### src/rtl/cpr_pkg.sv
`default_nettype none

package cpr_pkg;

  // Sizes of the frame table and of the address split.
  localparam int MaxFrames   = 64;
  localparam int FrameBits   = $clog2(MaxFrames);
  localparam int NumBits     = FrameBits + 1;
  localparam int PageBits    = 12;
  localparam int AddrBits    = 32;
  localparam int PageNumBits = AddrBits - PageBits;
  localparam int CountBits   = 32;
  localparam int CfgBits     = 7;

  // Access kinds.
  localparam logic CMD_READ  = 1'b0;
  localparam logic CMD_WRITE = 1'b1;

  // One access request.
  typedef struct packed {
    logic                cmd;
    logic [AddrBits-1:0] address;
  } cpr_in_t;

  // One access result.
  typedef struct packed {
    logic                   hit;
    logic [FrameBits-1:0]   frame;
    logic                   evicted;
    logic [PageNumBits-1:0] evicted_page;
    logic                   write_back;
    logic                   disk_read;
    logic [CountBits-1:0]   event_total;
    logic [CountBits-1:0]   read_total;
    logic [CountBits-1:0]   write_total;
  } cpr_out_t;

  // Commands from the controller to the datapath.
  typedef struct packed {
    logic scan_init;
    logic scan_step;
    logic do_hit;
    logic do_fill;
    logic sweep_step;
    logic do_evict;
  } cpr_ctl_t;

  // Status from the datapath to the controller.
  typedef struct packed {
    logic hit_now;
    logic scan_end;
    logic empty_any;
    logic sweep_found;
  } cpr_stat_t;

  // Controller states.
  typedef enum logic [4:0] {
    ST_IDLE  = 5'b00001,
    ST_SCAN  = 5'b00010,
    ST_SWEEP = 5'b00100,
    ST_EVICT = 5'b01000,
    ST_DONE  = 5'b10000
  } cpr_state_t;

endpackage

`default_nettype wire

### src/rtl/cpr_ram.sv
`default_nettype none

module cpr_ram #(
  parameter int Width = 8,
  parameter int Depth = 16
) (
  input  wire logic                     clk,
  input  wire logic                     we,
  input  wire logic [$clog2(Depth)-1:0] waddr,
  input  wire logic [Width-1:0]         wdata,
  input  wire logic [$clog2(Depth)-1:0] raddr,
  output logic      [Width-1:0]         rdata
);

  logic [Width-1:0] mem [Depth];

  // One write port and one registered read port.
  always_ff @(posedge clk) begin
    if (we) begin
      mem[waddr] <= wdata;
    end
    rdata <= mem[raddr];
  end

endmodule

`default_nettype wire

### src/rtl/cpr_datapath.sv
`default_nettype none

module cpr_datapath (
  input  wire logic                       clk,
  input  wire logic                       rst,
  input  wire cpr_pkg::cpr_in_t           req,
  input  wire logic                       cfg_we,
  input  wire logic [cpr_pkg::CfgBits-1:0] cfg_wdata,
  input  wire cpr_pkg::cpr_ctl_t          ctl,
  output cpr_pkg::cpr_stat_t              stat,
  output cpr_pkg::cpr_out_t               rsp
);

  import cpr_pkg::*;

  logic [CfgBits-1:0]     frames_cfg;
  logic [NumBits-1:0]     n_active;
  logic [NumBits-1:0]     last_idx;
  logic [MaxFrames-1:0]   full;
  logic [MaxFrames-1:0]   dirty;
  logic [MaxFrames-1:0]   refb;
  logic [FrameBits-1:0]   hand;
  logic [CountBits-1:0]   event_count;
  logic [CountBits-1:0]   read_count;
  logic [CountBits-1:0]   write_count;
  logic [PageNumBits-1:0] req_page;
  logic                   req_write;
  logic [FrameBits-1:0]   rd_idx;
  logic                   cmp_valid;
  logic [FrameBits-1:0]   cmp_idx;
  logic                   empty_found;
  logic [FrameBits-1:0]   empty_idx;
  logic [FrameBits-1:0]   empty_slot;
  logic                   cmp_empty;
  logic [FrameBits-1:0]   sweep_slot;
  logic [FrameBits-1:0]   victim;
  logic                   ram_we;
  logic [FrameBits-1:0]   ram_waddr;
  logic [FrameBits-1:0]   ram_raddr;
  logic [PageNumBits-1:0] ram_rdata;
  logic                   victim_dirty;

  // Effective frame count: zero acts as one, large values saturate.
  always_comb begin
    if (frames_cfg == '0) begin
      n_active = NumBits'(1);
    end else if (NumBits'(frames_cfg) > NumBits'(MaxFrames)) begin
      n_active = NumBits'(MaxFrames);
    end else begin
      n_active = NumBits'(frames_cfg);
    end
  end

  assign last_idx = n_active - NumBits'(1);

  // Lookup compare on the frame read in the previous cycle.
  assign cmp_empty        = cmp_valid && !full[cmp_idx];
  assign stat.hit_now     = cmp_valid && full[cmp_idx] && (ram_rdata == req_page);
  assign stat.scan_end    = cmp_valid && ({1'b0, cmp_idx} == last_idx);
  assign stat.empty_any   = empty_found || cmp_empty;
  assign empty_slot       = empty_found ? empty_idx : cmp_idx;

  // The hand restarts at frame zero when it points past the frame count.
  assign sweep_slot       = ({1'b0, hand} >= n_active) ? '0 : hand;
  assign stat.sweep_found = !refb[sweep_slot];

  assign victim_dirty = dirty[victim];

  // Page number store.
  assign ram_we    = ctl.do_fill || ctl.do_evict;
  assign ram_waddr = ctl.do_evict ? victim : empty_slot;
  assign ram_raddr = ctl.sweep_step ? sweep_slot : rd_idx;

  cpr_ram #(
    .Width(PageNumBits),
    .Depth(MaxFrames)
  ) u_page_ram (
    .clk  (clk),
    .we   (ram_we),
    .waddr(ram_waddr),
    .wdata(req_page),
    .raddr(ram_raddr),
    .rdata(ram_rdata)
  );

  // Configuration, frame flags, hand and running counts.
  always_ff @(posedge clk) begin
    if (rst) begin
      frames_cfg  <= CfgBits'(MaxFrames);
      full        <= '0;
      dirty       <= '0;
      refb        <= '0;
      hand        <= '0;
      event_count <= '0;
      read_count  <= '0;
      write_count <= '0;
    end else begin
      if (cfg_we) begin
        frames_cfg <= cfg_wdata;
      end
      if (ctl.do_hit) begin
        refb[cmp_idx] <= 1'b1;
        if (req_write == CMD_WRITE) begin
          dirty[cmp_idx] <= 1'b1;
        end
        event_count <= event_count + CountBits'(1);
      end
      if (ctl.do_fill) begin
        full[empty_slot]  <= 1'b1;
        dirty[empty_slot] <= req_write;
        refb[empty_slot]  <= 1'b1;
        event_count       <= event_count + CountBits'(1);
        read_count        <= read_count + CountBits'(1);
      end
      if (ctl.sweep_step) begin
        if (stat.sweep_found) begin
          hand <= sweep_slot;
        end else begin
          refb[sweep_slot] <= 1'b0;
          hand             <= sweep_slot + FrameBits'(1);
        end
      end
      if (ctl.do_evict) begin
        full[victim]  <= 1'b1;
        dirty[victim] <= req_write;
        refb[victim]  <= 1'b1;
        event_count   <= event_count + CountBits'(1);
        read_count    <= read_count + CountBits'(1);
        if (victim_dirty) begin
          write_count <= write_count + CountBits'(1);
        end
      end
    end
  end

  // Scan pipeline: one frame read issued per cycle, compared in the cycle after.
  always_ff @(posedge clk) begin
    if (rst) begin
      cmp_valid   <= 1'b0;
      empty_found <= 1'b0;
    end else if (ctl.scan_init) begin
      cmp_valid   <= 1'b0;
      empty_found <= 1'b0;
    end else if (ctl.scan_step) begin
      cmp_valid <= 1'b1;
      if (cmp_empty && !empty_found) begin
        empty_found <= 1'b1;
      end
    end
  end

  always_ff @(posedge clk) begin
    if (ctl.scan_init) begin
      req_page  <= req.address[AddrBits-1:PageBits];
      req_write <= req.cmd;
      rd_idx    <= '0;
    end else if (ctl.scan_step) begin
      rd_idx  <= rd_idx + FrameBits'(1);
      cmp_idx <= rd_idx;
      if (cmp_empty && !empty_found) begin
        empty_idx <= cmp_idx;
      end
    end
    if (ctl.sweep_step && stat.sweep_found) begin
      victim <= sweep_slot;
    end
  end

  // Result register, loaded in the cycle that finishes an access.
  always_ff @(posedge clk) begin
    if (ctl.do_hit) begin
      rsp.hit          <= 1'b1;
      rsp.frame        <= cmp_idx;
      rsp.evicted      <= 1'b0;
      rsp.evicted_page <= '0;
      rsp.write_back   <= 1'b0;
      rsp.disk_read    <= 1'b0;
      rsp.event_total  <= event_count + CountBits'(1);
      rsp.read_total   <= read_count;
      rsp.write_total  <= write_count;
    end else if (ctl.do_fill) begin
      rsp.hit          <= 1'b0;
      rsp.frame        <= empty_slot;
      rsp.evicted      <= 1'b0;
      rsp.evicted_page <= '0;
      rsp.write_back   <= 1'b0;
      rsp.disk_read    <= 1'b1;
      rsp.event_total  <= event_count + CountBits'(1);
      rsp.read_total   <= read_count + CountBits'(1);
      rsp.write_total  <= write_count;
    end else if (ctl.do_evict) begin
      rsp.hit          <= 1'b0;
      rsp.frame        <= victim;
      rsp.evicted      <= 1'b1;
      rsp.evicted_page <= ram_rdata;
      rsp.write_back   <= victim_dirty;
      rsp.disk_read    <= 1'b1;
      rsp.event_total  <= event_count + CountBits'(1);
      rsp.read_total   <= read_count + CountBits'(1);
      rsp.write_total  <= write_count + CountBits'(victim_dirty);
    end
  end

endmodule

`default_nettype wire

### src/rtl/cpr_ctrl.sv
`default_nettype none

module cpr_ctrl (
  input  wire logic               clk,
  input  wire logic               rst,
  input  wire logic               start,
  input  wire cpr_pkg::cpr_stat_t stat,
  output cpr_pkg::cpr_ctl_t       ctl,
  output logic                    busy,
  output logic                    done
);

  import cpr_pkg::*;

  cpr_state_t state;
  cpr_state_t state_next;

  always_ff @(posedge clk) begin
    if (rst) begin
      state <= ST_IDLE;
    end else begin
      state <= state_next;
    end
  end

  // Sequencing: lookup scan, then fill, hit update or clock sweep and eviction.
  always_comb begin
    state_next = state;
    ctl        = '0;
    case (state)
      ST_IDLE: begin
        if (start) begin
          ctl.scan_init = 1'b1;
          state_next    = ST_SCAN;
        end
      end
      ST_SCAN: begin
        ctl.scan_step = 1'b1;
        if (stat.hit_now) begin
          ctl.do_hit = 1'b1;
          state_next = ST_DONE;
        end else if (stat.scan_end) begin
          if (stat.empty_any) begin
            ctl.do_fill = 1'b1;
            state_next  = ST_DONE;
          end else begin
            state_next = ST_SWEEP;
          end
        end
      end
      ST_SWEEP: begin
        ctl.sweep_step = 1'b1;
        if (stat.sweep_found) begin
          state_next = ST_EVICT;
        end
      end
      ST_EVICT: begin
        ctl.do_evict = 1'b1;
        state_next   = ST_DONE;
      end
      ST_DONE: begin
        state_next = ST_IDLE;
      end
      default: begin
        state_next = ST_IDLE;
      end
    endcase
  end

  assign busy = (state != ST_IDLE);
  assign done = (state == ST_DONE);

endmodule

`default_nettype wire

### src/rtl/clock_page_replacement.sv
`default_nettype none

// Channel    Ports                 Transfer
// request    start, busy, req      rising edge with start high and busy low
// result     done, rsp             rising edge ending the cycle done is high
// config     cfg_we, cfg_wdata     rising edge with cfg_we high
//
// An access runs the lookup scan, which reads one frame from the page store
// per cycle and ends at a hit or, on a miss, after the last frame. An eviction
// adds the clock sweep, whose last read fetches the victim page, and then the
// eviction step; the next access can transfer in the cycle after the result.
// Reset is synchronous and empties all frames. The result is shown for one
// cycle with done and cannot be held off.

module clock_page_replacement (
  input  wire logic                        clk,
  input  wire logic                        rst,
  input  wire logic                        start,
  output logic                             busy,
  input  wire cpr_pkg::cpr_in_t            req,
  output logic                             done,
  output cpr_pkg::cpr_out_t                rsp,
  input  wire logic                        cfg_we,
  input  wire logic [cpr_pkg::CfgBits-1:0] cfg_wdata
);

  import cpr_pkg::*;

  cpr_ctl_t  ctl;
  cpr_stat_t stat;

  // Sequencer.
  cpr_ctrl u_ctrl (
    .clk  (clk),
    .rst  (rst),
    .start(start),
    .stat (stat),
    .ctl  (ctl),
    .busy (busy),
    .done (done)
  );

  // Frame table, hand, counters and result register.
  cpr_datapath u_datapath (
    .clk      (clk),
    .rst      (rst),
    .req      (req),
    .cfg_we   (cfg_we),
    .cfg_wdata(cfg_wdata),
    .ctl      (ctl),
    .stat     (stat),
    .rsp      (rsp)
  );

endmodule

`default_nettype wire
### config.mk
export PLATFORM = sky130hd
export DESIGN_NAME = clock_page_replacement
export DESIGN_NICKNAME = d
export VERILOG_FILES = /design/src/rtl/cpr_pkg.sv /design/src/rtl/cpr_ram.sv /design/src/rtl/cpr_datapath.sv /design/src/rtl/cpr_ctrl.sv /design/src/rtl/clock_page_replacement.sv
export SDC_FILE = /design/constraint.sdc
export NUM_CORES = 2
export LEC_CHECK = 0
export BUFFER_PORTS_ARGS = -buffer_cell sky130_fd_sc_hd__buf_2
export CAP_MARGIN = 40
export CORE_ASPECT_RATIO = 0.6
export CORE_MARGIN = 2
export CORE_UTILIZATION = 55
export DETAILED_ROUTE_END_ITERATION = 8
export GPL_TIMING_DRIVEN = 0
export PLACE_DENSITY = 0.71
export SYNTH_ARGS = -nofsm -noshare
export SYNTH_HDL_FRONTEND = slang
export SYNTH_HIERARCHICAL = 1
export SYNTH_SLANG_ARGS = --single-unit
### constraint.sdc
create_clock -name clk -period 7.83 [get_ports clk]
set_input_delay 0.3915 -clock clk [delete_from_list [all_inputs] [get_ports clk]]
set_output_delay 0.3915 -clock clk [all_outputs]
set_load 0.05 [all_outputs]
==> flow_summary.json <==
{
  "drtPass1Iterations": 8,
  "ant_nets": 0,
  "swShare_pct": 21.52,
  "power_frac_comb_pct": 4.4,
  "syn-num-nets": 5029,
  "cts_tree": "built",
  "nets": 5606,
  "rsz0062_at_grt": "yes",
  "clk_pin_slew_ns": 0.07,
  "synth_area_leaders": "edfxtp_1 58%, dfxtp_1 9.8%, mux4_2 8.6%",
  "wire_per_inst_um": 31.90,
  "p_per_area_nw_per_um2": 222.1,
  "vias_per_cell": 6.587,
  "timing.fmax_ghz": 0.1248,
  "drc": 0,
  "p_switching_mw": 4.078,
  "pwr-share-clk_pct": 41.4,
  "antenna_found_initial": 16,
  "seq_power_share_pct": 54.2,
  "initial_core_util_pct": 55.56,
  "min_period_ns": 8.011,
  "die_h_um": 286.7,
  "worst_ep_required_time_ns": 8.31,
  "grt_pass1_wl_mm": 333.3,
  "clk_latency_ns": 0.81,
  "fin_crit_sh_pct": 102.3,
  "synthTopCellsByCount": "1421 x edfxtp_1, 430 x nor2_1, 358 x dfxtp_1",
  "root_buffer": "clkbuf_16",
  "slew_headroom_pct": 20.31,
  "setup_viol": 218,
  "yosysWarningCount": 6,
  "cts_max_path_buffers": 3,
  "min_path_type": "primary input to flop",
  "htreeDepth": 4,
  "avgSynthCellArea_um2": 14.73,
  "synth_area_um2": 73250,
  "synth_ff_type": "edfxtp_1",
  "cts_sinks": 1779,
  "cts_buffers": 157,
  "ir_drop_mv": 0.2296,
  "fill_cells": 9374,
  "stdcell_count": 7466,
  "drtIter0Drc": 8158,
  "worstSetupEndpointType": "flop",
  "layout-area-overhead-vs-synth_pct": 16.47,
  "rows": 103,
  "violations": "negative setup slack",
  "hold_viol": 0,
  "synthArstFlopShare_pct": 0,
  "grt_max_degree": 54,
  "first_global_vias": 44920,
  "dp.cells": 7118,
  "p_total_mw": 18.95,
  "synth_cell_types": 81,
  "synth_cells": 4971,
  "synth_top_area_share_pct": 58.26,
  "path_max_fanout": 12,
  "drive_above_1_share_pct": 20.00,
  "wirelength_mm": 238.1,
  "synth_seq_cells": 1779,
  "netlist.top_cell.by_area": "edfxtp_1",
  "tightest_slew_ns": 1.195,
  "synth_edf_count": 1421,
  "synth_most_common_cell": "edfxtp_1",
  "overflow": 0,
  "die_w_um": 475.1,
  "outcome": "finished with violations",
  "power.leakage_nw": 27.10,
  "critical_path_class": "flop to flop",
  "vias": 49180,
  "grt_use_total_pct": 34.76,
  "pre_cts_ws_ns": 0.2305,
  "maxSlewViolCount": 0,
  "port_buffers": 158,
  "die_area_um2": 136200,
  "yosysSeqAreaShare_pct": 68.04,
  "maxCapViolCount": 0,
  "fin_skew_ns": 0.04386,
  "worst_slack_ns": -0.1813,
  "gp_congestion": 1.006,
  "final_util_pct": 64.71,
  "dpl.hpwl_mm": 173.1,
  "ios": 172,
  "cp-start-kind": "flop",
  "cp.arrival_ns": 8.49,
  "coreArea_um2": 131800,
  "cellInternalPower_mw": 14.87
}
## per-layer routing
metal  vias to the layer above  track usage, %  part of all wire [%]
li1                      20410               -                     -
met1                     24710           54.87                    42
met3                       283           17.38                    19
met5                         -          0.9372                 0.098
met2                      3764           42.07                    37
met4                        10           7.293                   1.9
## critical path: stages (launching register included)
cell,delay [ns]
edfxtp_1,0.62
clkbuf_1,0.57
or2_2,0.22
clkbuf_1,0.52
o22ai_1,0.32
a211oi_1,0.57
o211ai_1,0.13
and4b_1,0.60
and2_1,0.26
or2_2,0.16
inv_1,0.05
nor4_1,0.56
nor2_1,0.21
inv_1,0.25
clkbuf_1,0.57
buf_8,0.24
nor2b_1,0.31
nand2_1,0.46
nor2_2,0.79
buf_8,0.26
## timing repair
item,in CTS,in global routing
endpoints found under the hold margin,33,0
hold buffers,30,0
gates resized for setup,0,23
buffers inserted,0,10
endpoints found under the setup margin,0,415
## state kept, by name (all words and copies together), names as in the netlist, 6 cells and up
name	cells
u_datapath/write_count	32
u_datapath/full	64
u_datapath/u_page_ram/mem	1280
u_datapath/event_count	32
u_datapath/frames_cfg	7
u_datapath/hand	6
u_datapath/cmp_idx	6
u_datapath/victim	6
u_datapath/read_count	32
u_datapath/rsp	126
u_datapath/refb	64
u_datapath/rd_idx	6
u_datapath/u_page_ram/rdata	20
u_datapath/req_page	20
u_datapath/empty_idx	6
u_datapath/dirty	64
## path summary, 6_finish.rpt
path	slack (ns)	depth (start not counted)	to	start
max reg2reg	-0.18	19	u_datapath/u_page_ram/mem[20][11]	u_datapath/cmp_idx[0]
min reg2reg	0.45	2	u_datapath/full[33]	u_datapath/full[33]
min	0.16	3	u_datapath/frames_cfg[6]	cfg_we
max	-0.18	19	u_datapath/u_page_ram/mem[20][11]	u_datapath/cmp_idx[0]
## per-stage QoR
step | TNS (ns) | area [um2] | hold WS [ns]
3_5_place_dp | 0 | 79530 | 0.4357
4_1_cts | 0 | 84970 | 0.1135
5_1_grt | -10.43 | 85300 | 0.1867
3_3_place_gp | -2260.90 | 76270 | 0.4293
6_report | -16.21 | 85310 | 0.1647
2_1_floorplan | 0 | 73250 | 0.4210
## cell usage in the layout (no fill, tap or decap), types with 61 or more instances in the layout
cell type  instances
a31oi_1           67
clkbuf_1         216
buf_4             77
a211oi_1          74
edfxtp_1        1421
nor2_1           368
xor2_1            95
inv_1             88
nand2_1          300
dfxtp_1          358
a22oi_1           90
buf_8             87
o21ai_0          137
a21oi_1          327
mux2i_1          257
clkbuf_16        163
nand3_1           80
buf_2            250
or3_1             61
mux4_2           280
## power by group through the flow
stage	sequential (mW)	clock (mW)	combinational, mW
after global placement	10.6	0	0.548
final	10.3	7.84	0.835
after global routing	10.3	8.29	0.868
after CTS	10.3	7.92	0.808
after floorplan	10.5	0	0.365
after detailed placement	10.5	0	0.790
## cells by family (layout without fill, tap and decap cells)
family	Yosys count	in the layout	synth area share, %
compound gates	913	913	7.713
buf+inv	402	1107	2.433
fa+ha+maj	14	14	0.2392
flops	1779	1779	68.04
mux	568	568	12.60
simple gates	1162	1162	7.385
xor+xnor	133	133	1.590
other cells	0	5	0
## cell type report
type / instances / area, um2 / area share (%)
sequential: 1779 / 49840 / 58.42
multi-input combinational: 2790 / 21920 / 25.70
timing repair buffer: 418 / 4378 / 5.132
clock buffer: 208 / 4338 / 5.085
tap: 1785 / 2233 / 2.618
buffer: 310 / 1441 / 1.690
clock inverter: 79 / 802.0 / 0.9401
inverter: 92 / 345.3 / 0.4048
antenna: 5 / 12.51 / 0.01467
Note: power is estimated with default switching activity, not from simulation.
